<file path="src/hw/rtl/deadline_event_queue_unit_assert.svh">
// assertion macros for the deadline event queue unit
// used by modules that check their own sequencing; no other dependencies
`ifndef DEADLINE_EVENT_QUEUE_UNIT_ASSERT_SVH
`define DEADLINE_EVENT_QUEUE_UNIT_ASSERT_SVH
`ifndef SYNTHESIS
// property that must hold at every clock edge out of reset
`define DEQ_ASSERT(lbl, prop, msg) \
  lbl: assert property (@(posedge clk_i) disable iff (!rst_ni) prop) else $error(msg);
// condition in one cycle implies a condition in the next
`define DEQ_ASSERT_NEXT(lbl, pre, post, msg) \
  lbl: assert property (@(posedge clk_i) disable iff (!rst_ni) pre |=> post) else $error(msg);
`else
`define DEQ_ASSERT(lbl, prop, msg)
`define DEQ_ASSERT_NEXT(lbl, pre, post, msg)
`endif
`endif

</file>
<file path="src/hw/rtl/deq_pkg.sv">
// shared types and constants of the deadline event queue
// no dependencies
`timescale 1ns / 1ps

package deq_pkg;

  localparam int TimeW      = 48;
  localparam int MaxAddrW   = 6;
  localparam int DefDepth   = 16;
  localparam int DefOwners  = 8;
  localparam int MaxFired   = 16;
  localparam int FiredW     = 5;
  localparam int MultW      = 36;
  localparam logic [19:0] UsecPerS  = 20'd1000000;
  localparam logic [15:0] WarnLeadS = 16'd10;

  typedef enum logic [1:0] {
    OP_INSERT   = 2'd0,
    OP_POLL     = 2'd1,
    OP_PURGE    = 2'd2,
    OP_PURGE_WR = 2'd3
  } opcode_e;

  typedef enum logic [2:0] {
    KIND_FIRED    = 3'd0,
    KIND_WAIT     = 3'd1,
    KIND_INSERTED = 3'd2,
    KIND_FULL     = 3'd3,
    KIND_PURGED   = 3'd4
  } kind_e;

  typedef enum logic [1:0] {
    TYPE_TICK  = 2'd0,
    TYPE_WARN  = 2'd1,
    TYPE_WRITE = 2'd2,
    TYPE_SLEEP = 2'd3
  } evtype_e;

  typedef struct packed {
    logic [TimeW-1:0] deadline;
    logic [2:0]       owner;
    logic [1:0]       etype;
    logic [15:0]      payload;
  } entry_t;

  typedef struct packed {
    logic                we;
    logic [MaxAddrW-1:0] waddr;
    entry_t              wdata;
    logic [MaxAddrW-1:0] raddr;
  } mem_req_t;

  typedef struct packed {
    logic [7:0]  mask;
    logic [15:0] period;
  } cfg_t;

  typedef struct packed {
    opcode_e          op;
    logic [TimeW-1:0] event_time;
    logic [TimeW-1:0] now_time;
    logic [TimeW-1:0] max_wait;
    logic [2:0]       owner;
    logic [1:0]       etype;
    logic [15:0]      payload;
    logic             purge_sleep;
  } item_t;

  typedef struct packed {
    kind_e            kind;
    logic [2:0]       owner;
    logic [1:0]       etype;
    logic [15:0]      payload;
    logic [TimeW-1:0] wait_time;
    logic [4:0]       removed;
    logic             last;
  } res_t;

endpackage

</file>
<file path="src/hw/rtl/deq_mem.sv">
// entry store of the queue: one write port, one registered read port
// depends on deq_pkg
`timescale 1ns / 1ps

module deq_mem import deq_pkg::*; #(
  parameter int Depth = DefDepth
) (
  input  logic     clk_i,
  input  mem_req_t req_i,
  output entry_t   rdata_o
);

  localparam int IdxW = $clog2(Depth);

  entry_t mem_q [Depth];
  entry_t rdata_q;

  // write then registered read, old data on same-address collision
  always_ff @(posedge clk_i) begin
    if (req_i.we) begin
      mem_q[req_i.waddr[IdxW-1:0]] <= req_i.wdata;
    end
    rdata_q <= mem_q[req_i.raddr[IdxW-1:0]];
  end

  assign rdata_o = rdata_q;

endmodule

</file>
<file path="src/hw/rtl/deq_seq.sv">
// sequencer: sorted insert, head pop with tick re-arm, purge compaction
// depends on deq_pkg and deq_mem, assertions from the macro header
`timescale 1ns / 1ps
`include "deadline_event_queue_unit_assert.svh"

module deq_seq import deq_pkg::*; #(
  parameter int Depth      = DefDepth,
  parameter int OwnerCount = DefOwners
) (
  input  logic  clk_i,
  input  logic  rst_ni,
  input  cfg_t  cfg_i,
  input  logic  in_valid_i,
  output logic  in_ready_o,
  input  item_t in_i,
  output logic  out_valid_o,
  input  logic  out_ready_i,
  output res_t  out_o
);

  localparam int CntW = $clog2(Depth + 1);

  typedef enum logic [10:0] {
    S_IDLE      = 11'b00000000001,
    S_INS_START = 11'b00000000010,
    S_INS_CMP   = 11'b00000000100,
    S_INS_PUT   = 11'b00000001000,
    S_POLL_HEAD = 11'b00000010000,
    S_POLL_CHK  = 11'b00000100000,
    S_POP_ST    = 11'b00001000000,
    S_POP_SH    = 11'b00010000000,
    S_REARM_MUL = 11'b00100000000,
    S_REARM_ADD = 11'b01000000000,
    S_PUR_CHK   = 11'b10000000000
  } state_e;

  typedef enum logic [1:0] {
    SRC_EXT  = 2'd0,
    SRC_WARN = 2'd1,
    SRC_TICK = 2'd2
  } src_e;

  state_e state_q, state_d, ret_q, ret_d;
  logic   emit_q, emit_d;
  src_e   src_q, src_d;
  logic [CntW-1:0]   cnt_q, cnt_d, idx_q, idx_d, wr_q, wr_d, rem_q, rem_d;
  logic [FiredW-1:0] fired_q, fired_d;
  item_t  item_q, item_d;
  entry_t new_q, new_d, hd_q, hd_d;
  logic [MultW-1:0]  mult_q, mult_d;
  res_t   res_q, res_d, mres_q, mres_d;
  logic   m_valid_q, m_valid_d;

  mem_req_t req;
  entry_t   rdata;
  logic     ins_end, ins_ok, pop_end, do_tick, hit, due;
  logic [CntW-1:0]  rem_nx;
  logic [TimeW:0]   sum;
  logic [TimeW-1:0] diff;

  deq_mem #(.Depth(Depth)) u_mem (
    .clk_i  (clk_i),
    .req_i  (req),
    .rdata_o(rdata)
  );

  // re-arm condition of the popped head and purge match of the entry read
  assign do_tick = (hd_q.etype == TYPE_TICK) && (32'(hd_q.owner) < OwnerCount)
                   && cfg_i.mask[hd_q.owner];
  assign hit = (rdata.owner == item_q.owner) &&
               ((item_q.op == OP_PURGE) || (rdata.etype == TYPE_WRITE) ||
                (item_q.purge_sleep && (rdata.etype == TYPE_SLEEP)));
  assign rem_nx = rem_q + CntW'(hit);
  assign due  = rdata.deadline <= item_q.now_time;
  assign diff = rdata.deadline - item_q.now_time;
  assign sum  = {1'b0, item_q.now_time} + (TimeW + 1)'(mult_q);

  // main sequencer
  always_comb begin
    state_d = state_q;  ret_d = ret_q;  emit_d = 1'b0;  src_d = src_q;
    cnt_d = cnt_q;  idx_d = idx_q;  wr_d = wr_q;  rem_d = rem_q;
    fired_d = fired_q;  item_d = item_q;  new_d = new_q;  hd_d = hd_q;
    mult_d = mult_q;  res_d = res_q;  mres_d = mres_q;
    m_valid_d = m_valid_q & ~out_ready_i;
    req = '0;
    ins_end = 1'b0;  ins_ok = 1'b0;  pop_end = 1'b0;
    in_ready_o = 1'b0;

    // pending result goes to the output register when it frees up
    if (emit_q) begin
      if (!m_valid_q || out_ready_i) begin
        m_valid_d = 1'b1;
        mres_d    = res_q;
        state_d   = ret_q;
      end else begin
        emit_d = 1'b1;
      end
    end else begin
      unique case (state_q)
        S_IDLE: begin
          in_ready_o = 1'b1;
          if (in_valid_i) begin
            item_d  = in_i;
            fired_d = '0;
            src_d   = SRC_EXT;
            new_d   = '{deadline: in_i.event_time, owner: in_i.owner,
                        etype: in_i.etype, payload: in_i.payload};
            unique case (in_i.op)
              OP_INSERT: state_d = S_INS_START;
              OP_POLL:   state_d = S_POLL_HEAD;
              OP_PURGE, OP_PURGE_WR: begin
                if (cnt_q == '0) begin
                  res_d = '0;  res_d.kind = KIND_PURGED;  res_d.last = 1'b1;
                  emit_d = 1'b1;  ret_d = S_IDLE;
                end else begin
                  req.raddr = '0;  idx_d = '0;  wr_d = '0;  rem_d = '0;
                  state_d = S_PUR_CHK;
                end
              end
              default: state_d = S_IDLE;
            endcase
          end
        end
        // insert: walk down from the tail, shifting later entries up
        S_INS_START: begin
          if (cnt_q == CntW'(Depth)) begin
            ins_end = 1'b1;
          end else if (cnt_q == '0) begin
            req.we = 1'b1;  req.waddr = '0;  req.wdata = new_q;
            cnt_d = cnt_q + 1'b1;  ins_end = 1'b1;  ins_ok = 1'b1;
          end else begin
            idx_d = cnt_q;
            req.raddr = MaxAddrW'(cnt_q - 1'b1);
            state_d = S_INS_CMP;
          end
        end
        S_INS_CMP: begin
          req.we = 1'b1;
          if (rdata.deadline > new_q.deadline) begin
            req.waddr = MaxAddrW'(idx_q);  req.wdata = rdata;
            idx_d = idx_q - 1'b1;
            if (idx_q == CntW'(1)) begin
              state_d = S_INS_PUT;
            end else begin
              req.raddr = MaxAddrW'(idx_q - CntW'(2));
            end
          end else begin
            req.waddr = MaxAddrW'(idx_q);  req.wdata = new_q;
            cnt_d = cnt_q + 1'b1;  ins_end = 1'b1;  ins_ok = 1'b1;
          end
        end
        S_INS_PUT: begin
          req.we = 1'b1;  req.waddr = MaxAddrW'(idx_q);  req.wdata = new_q;
          cnt_d = cnt_q + 1'b1;  ins_end = 1'b1;  ins_ok = 1'b1;
        end
        // poll: look at the head
        S_POLL_HEAD: begin
          if (cnt_q == '0) begin
            res_d = '0;  res_d.kind = KIND_WAIT;
            res_d.wait_time = item_q.max_wait;  res_d.last = 1'b1;
            emit_d = 1'b1;  ret_d = S_IDLE;
          end else begin
            req.raddr = '0;
            state_d = S_POLL_CHK;
          end
        end
        S_POLL_CHK: begin
          res_d = '0;
          if (due && (fired_q != FiredW'(MaxFired))) begin
            hd_d = rdata;
            res_d.kind = KIND_FIRED;  res_d.owner = rdata.owner;
            res_d.etype = rdata.etype;  res_d.payload = rdata.payload;
            fired_d = fired_q + 1'b1;
            cnt_d = cnt_q - 1'b1;
            ret_d = S_POP_ST;
          end else begin
            res_d.kind = KIND_WAIT;  res_d.last = 1'b1;
            if (due) begin
              res_d.wait_time = '0;
            end else begin
              res_d.wait_time = (diff < item_q.max_wait) ? diff : item_q.max_wait;
            end
            ret_d = S_IDLE;
          end
          emit_d = 1'b1;
        end
        // pop: move remaining entries down one slot
        S_POP_ST: begin
          if (cnt_q == '0) begin
            pop_end = 1'b1;
          end else begin
            req.raddr = MaxAddrW'(1);  idx_d = CntW'(1);
            state_d = S_POP_SH;
          end
        end
        S_POP_SH: begin
          req.we = 1'b1;  req.waddr = MaxAddrW'(idx_q - 1'b1);  req.wdata = rdata;
          if (idx_q < cnt_q) begin
            idx_d = idx_q + 1'b1;
            req.raddr = MaxAddrW'(idx_q + 1'b1);
          end else begin
            pop_end = 1'b1;
          end
        end
        // re-arm deadline: period (less the warning lead for a warning) times one million, then saturating add
        S_REARM_MUL: begin
          mult_d = MultW'((src_q == SRC_WARN) ? (cfg_i.period - WarnLeadS) : cfg_i.period)
                   * MultW'(UsecPerS);
          state_d = S_REARM_ADD;
        end
        S_REARM_ADD: begin
          new_d.deadline = sum[TimeW] ? '1 : sum[TimeW-1:0];
          new_d.owner    = hd_q.owner;
          new_d.etype    = (src_q == SRC_WARN) ? TYPE_WARN : TYPE_TICK;
          new_d.payload  = '0;
          state_d = S_INS_START;
        end
        // purge: compact survivors toward the head
        S_PUR_CHK: begin
          if (!hit) begin
            req.we = 1'b1;  req.waddr = MaxAddrW'(wr_q);  req.wdata = rdata;
          end
          wr_d  = wr_q + CntW'(!hit);
          rem_d = rem_nx;
          if (idx_q + 1'b1 < cnt_q) begin
            idx_d = idx_q + 1'b1;
            req.raddr = MaxAddrW'(idx_q + 1'b1);
          end else begin
            cnt_d = wr_q + CntW'(!hit);
            res_d = '0;  res_d.kind = KIND_PURGED;  res_d.last = 1'b1;
            res_d.removed = (32'(rem_nx) > 31) ? 5'd31 : 5'(rem_nx);
            emit_d = 1'b1;  ret_d = S_IDLE;
          end
        end
        default: state_d = S_IDLE;
      endcase
    end

    // end of an insert: report, or continue the re-arm chain
    if (ins_end) begin
      case (src_q)
        SRC_EXT: begin
          res_d = '0;  res_d.kind = ins_ok ? KIND_INSERTED : KIND_FULL;
          res_d.last = 1'b1;
          emit_d = 1'b1;  ret_d = S_IDLE;
        end
        SRC_WARN: begin
          src_d = SRC_TICK;  state_d = S_REARM_MUL;
        end
        default: state_d = S_POLL_HEAD;
      endcase
    end

    // end of a pop: re-arm a ticking owner's tick, and first its warning if the period exceeds the warning lead
    if (pop_end) begin
      if (do_tick) begin
        src_d = (cfg_i.period > WarnLeadS) ? SRC_WARN : SRC_TICK;
        state_d = S_REARM_MUL;
      end else begin
        state_d = S_POLL_HEAD;
      end
    end
  end

  // control registers
  always_ff @(posedge clk_i or negedge rst_ni) begin
    if (!rst_ni) begin
      state_q   <= S_IDLE;
      ret_q     <= S_IDLE;
      emit_q    <= 1'b0;
      src_q     <= SRC_EXT;
      cnt_q     <= '0;
      idx_q     <= '0;
      wr_q      <= '0;
      rem_q     <= '0;
      fired_q   <= '0;
      m_valid_q <= 1'b0;
    end else begin
      state_q   <= state_d;
      ret_q     <= ret_d;
      emit_q    <= emit_d;
      src_q     <= src_d;
      cnt_q     <= cnt_d;
      idx_q     <= idx_d;
      wr_q      <= wr_d;
      rem_q     <= rem_d;
      fired_q   <= fired_d;
      m_valid_q <= m_valid_d;
    end
  end

  // payload registers
  always_ff @(posedge clk_i) begin
    item_q <= item_d;
    new_q  <= new_d;
    hd_q   <= hd_d;
    mult_q <= mult_d;
    res_q  <= res_d;
    mres_q <= mres_d;
  end

  assign out_valid_o = m_valid_q;
  assign out_o       = mres_q;

  `DEQ_ASSERT(a_cnt_bound, cnt_q <= CntW'(Depth), "entry count beyond depth")
  `DEQ_ASSERT(a_wr_range, req.we |-> (MaxAddrW'(cnt_q) >= req.waddr), "write past fill")
  `DEQ_ASSERT_NEXT(a_busy, in_valid_i && in_ready_o, state_q != S_IDLE || emit_q, "item lost")

endmodule

</file>
<file path="src/hw/rtl/deadline_event_queue_unit.sv">
// Deadline event queue: a time-ordered queue of 48-bit microsecond deadlines
// held in one single-port-write, registered-read memory and walked by a
// sequencer, one entry per cycle. One item at a time is taken. An insert
// shifts each entry after the new one up a slot, then writes it; a purge
// reads every queued entry once; a poll reads the head and, for each
// fired entry, shifts the rest down a slot and, for a ticking owner,
// re-arms by a multiply, an add and an insert. A stalled output holds it.
// There is no clearing pass after reset. Depends on deq_pkg, deq_seq, deq_mem.
`timescale 1ns / 1ps

module deadline_event_queue_unit import deq_pkg::*; #(
  parameter int QueueDepth = DefDepth,
  parameter int OwnerCount = DefOwners
) (
  input  logic         clk_i,
  input  logic         rst_ni,
  // config write channel
  input  logic         cfg_valid_i,
  output logic         cfg_ready_o,
  input  logic         cfg_index_i,
  input  logic [15:0]  cfg_data_i,
  // input beats
  input  logic         s_axis_tvalid,
  output logic         s_axis_tready,
  // event_time, now_time, max_wait, owner, event_type, payload, purge_sleep
  input  logic [167:0] s_axis_tdata,
  // opcode
  input  logic [1:0]   s_axis_tuser,
  // result beats
  output logic         m_axis_tvalid,
  input  logic         m_axis_tready,
  // owner_out, type_out, payload_out, wait_time, removed_count
  output logic [79:0]  m_axis_tdata,
  // kind
  output logic [2:0]   m_axis_tuser,
  output logic         m_axis_tlast
);

  cfg_t  cfg_q;
  item_t item;
  res_t  res;

  // config registers, always accepted
  assign cfg_ready_o = 1'b1;
  always_ff @(posedge clk_i or negedge rst_ni) begin
    if (!rst_ni) begin
      cfg_q.mask   <= 8'd0;
      cfg_q.period <= 16'd60;
    end else if (cfg_valid_i) begin
      if (cfg_index_i) begin
        cfg_q.period <= cfg_data_i;
      end else begin
        cfg_q.mask <= cfg_data_i[7:0];
      end
    end
  end

  // unpack input beat
  always_comb begin
    item.op          = opcode_e'(s_axis_tuser);
    item.event_time  = s_axis_tdata[47:0];
    item.now_time    = s_axis_tdata[95:48];
    item.max_wait    = s_axis_tdata[143:96];
    item.owner       = s_axis_tdata[146:144];
    item.etype       = s_axis_tdata[148:147];
    item.payload     = s_axis_tdata[164:149];
    item.purge_sleep = s_axis_tdata[165];
  end

  deq_seq #(.Depth(QueueDepth), .OwnerCount(OwnerCount)) u_seq (
    .clk_i      (clk_i),
    .rst_ni     (rst_ni),
    .cfg_i      (cfg_q),
    .in_valid_i (s_axis_tvalid),
    .in_ready_o (s_axis_tready),
    .in_i       (item),
    .out_valid_o(m_axis_tvalid),
    .out_ready_i(m_axis_tready),
    .out_o      (res)
  );

  // pack result beat
  assign m_axis_tdata = {6'd0, res.removed, res.wait_time, res.payload, res.etype, res.owner};
  assign m_axis_tuser = res.kind;
  assign m_axis_tlast = res.last;

endmodule
</file>
<file path="config.mk">
export PLATFORM = sky130hd
export DESIGN_NAME = deadline_event_queue_unit
export DESIGN_NICKNAME = d
export VERILOG_FILES = /design/src/hw/rtl/deq_pkg.sv /design/src/hw/rtl/deq_mem.sv /design/src/hw/rtl/deq_seq.sv /design/src/hw/rtl/deadline_event_queue_unit.sv
export VERILOG_INCLUDE_DIRS = /design/src /design/src/hw/rtl
export SDC_FILE = /design/constraint.sdc
export NUM_CORES = 2
export LEC_CHECK = 0
export BUFFER_PORTS_ARGS = -buffer_cell sky130_fd_sc_hd__buf_2
export CAP_MARGIN = 20
export CORE_UTILIZATION = 50
export DETAILED_ROUTE_END_ITERATION = 8
export PLACE_DENSITY = 0.67
export SLEW_MARGIN = 20
export SYNTH_ARGS = -nofsm -noshare
export SYNTH_HDL_FRONTEND = slang
export SYNTH_HIERARCHICAL = 1
export SYNTH_SLANG_ARGS = --single-unit
</file>
<file path="constraint.sdc">
create_clock -name clk_i -period 8.3 [get_ports clk_i]
set_input_delay 1.66 -clock clk_i [delete_from_list [all_inputs] [get_ports clk_i]]
set_output_delay 1.66 -clock clk_i [all_outputs]
set_load 0.05 [all_outputs]
</file>
==> flow_summary.yaml <==
timing:
  maxSlewHeadroom_pct: 19.9
  rsz0062_at_grt: "false"
  hold_viol: 0
  fin_crit_ps: 7450
  slew_violations: 0
  setup_violations: 0
  finClkSkew_ps: 50.8
  fin_tns_setup_ps: 0
  worstMarginPinSlew_ps: 1200
  fin_crit_sh_pct: 89.7
  fmax_mhz: 134
route:
  drtPass1Iterations: 6
  drt_iter0_markers: 4960
  routed_wirelength_mm: 191
  routedWlPerCell_um: 26.9
  ant_nets: 0
  drc: 0
  via_count: 43600
  via_per_inst: 6.12
placement:
  hpwl_mm: 120
  portBuffers: 269
  gp_congestion: 0.917
floorplanning:
  die_y_um: 382
  boundaryPins: 279
  start_util_pct: 50.3
  rows: 139
  dieArea_um2: 146000
  core_area_um2: 143000
  die_w_um: 382
global_route:
  grt_overflow: 0
  grt_start_max_net_pins: 78
  grtUsageTotal_pct: 26.3
  grt_pass1_vias: 43000
  antenna_found_initial: 2
  grt_pass1_wl_mm: 282
clocking:
  holdBufCountCts: 0
  cts_buffers: 163
  clk_pin_slew_ps: 60
  ctsResizeCount: 0
  cts_tree: "built"
  clock-sinks: 1610
  clock_latency_ps: 800
  cts_setup_buffers: 0
  h-tree-depth: 4
  root_buffer: "clkbuf_16"
  cts_buffer_depth: 3
synth:
  netlist_area_um2: 72200
  netlist_instances: 4770
  syn_area_per_cell_um2: 15.1
  yosys_warnings: 6
finish:
  drive_gt1_share_pct: 18.6
  num_antenna_cells: 0
  nNetsFinal: 5637
  fillers: 11100
  area_delta_synth_final_pct: 13.1
power:
  cellPowerDensity_nw_per_um2: 369
  fin_total_pwr_w: 0.0302
  p_leak_nw: 31.5
  peakVddDrop_mv: 0.821
worst_hold_path:
  worstHoldStart: "u_seq/res_q[73]$_DFF_P_"
  holdPathStages: 0
  hold_class: "register to register"
  worst_hold_path.endpoint: "u_seq/out_o[73]$_DFFE_PP_"
setup_path:
  worstPathArrival_ps: 7970
  slowest_stage: "or3_1"
  endpoint_kind: "register"
  reg2reg_setup_slack_ps: 850
  r2r-end: "u_seq/mult_q[35]$_DFFE_PP_"
  max_stage_delay_ps: 670
  crit_type: "register to register"
  rr_worst_depth: 25
  crit_top_cell: "fa_1"
  cp.required_ps: 8820
  cp_top_family: "adder cells"
  start_kind: "register"
  cp_max_fo: 9
  path_buf_inv: 3
  reg2reg_from: "u_seq/src_q[1]$_DFF_PN0_"
run:
  maxCapViolations: 0
outcome:
  status: "finished, final reports clean"
==> state kept, by name, indices dropped and copies added (netlist names), 24 cells and up <==
register / count
u_seq/out_o: 78
u_seq/mult_q: 30
u_seq/new_q: 69
u_seq/item_q: 102
u_seq/u_mem/rdata_o: 69
u_seq/res_q: 78
u_seq/u_mem/mem_q: 1104
cfg_q: 24
==> per-layer routing <==
layer  part of all wire [%]  track usage (%)  vias up
met5                      0                0        -
met1                     43             38.6    22100
met3                    9.4             4.93      254
met4                    2.5             7.41        0
li1                       -                -    19000
met2                     45             40.1     2174
==> layout make-up <==
class                   count  area [um^2]  share of cell area [%]
repair buffers            354         2300                    2.82
well taps                1903         2380                    2.92
clock buffers             215         4470                    5.47
clock inverters            89         1080                    1.32
flip-flops and latches   1610        46500                    56.9
multi-input cells        2636        23700                    29.1
inverters                 318         1200                    1.46
==> worst max path at each step <==
stage                                    start                                 to  slack (ps)  cells past startpoint
finish                u_seq/src_q[1]$_DFF_PN0_         u_seq/mult_q[35]$_DFFE_PP_         850                     25
global route          u_seq/src_q[1]$_DFF_PN0_         u_seq/mult_q[35]$_DFFE_PP_         500                     25
CTS                   u_seq/src_q[1]$_DFF_PN0_         u_seq/mult_q[35]$_DFFE_PP_         940                     25
detailed placement    u_seq/src_q[1]$_DFF_PN0_         u_seq/mult_q[35]$_DFFE_PP_         980                     25
global placement      u_seq/src_q[1]$_DFF_PN0_         u_seq/mult_q[35]$_DFFE_PP_        1060                     25
floorplan           u_seq/state_q[0]$_DFF_PN1_  u_seq/u_mem/mem_q[0][0]$_DFFE_PP_         300                     11
==> power by group <==
| part | internal (W) | switching, W | total, W |
|---|---|---|---|
| sequential | 0.00989 | 0.000469 | 0.0104 |
| clock | 0.00431 | 0.00316 | 0.00747 |
| combinational | 0.00480 | 0.00754 | 0.0123 |
==> cell usage in the layout, fill, tap and decap left out, types with 23 or more instances in the layout <==
master     instances
nor3_1            67
xor2_1            52
a21oi_1          232
and3_1            30
dfrtp_1           69
nor2_1           298
o21ai_0          109
mux4_2           275
o21bai_1          23
edfxtp_1        1388
nand4_1           36
ha_1             279
a21o_1            52
clkbuf_1          34
fa_1              83
a22oi_1          247
and2_1            26
nand3_1           69
xnor2_1           93
a211oi_1          32
clkbuf_16        164
dfxtp_1          147
clkinv_1          25
inv_1            315
nand2_1          235
nand2b_1          24
clkinv_2          26
buf_2            268
a22o_1            27
buf_4             62
==> through the flow <==
step	util (%)	cell area, um^2	setup slack [ps]	std cells	hold slack (ps)
2_1_floorplan	-	72200	300	4775	408
3_3_place_gp	53.0	76000	1060	6816	416
3_5_place_dp	53.0	76000	984	6817	417
4_1_cts	56.9	81600	943	7121	428
5_1_grt	56.9	81700	497	7125	438
6_report	56.9	81700	854	7125	436
Power figures use the tool's default switching activity.
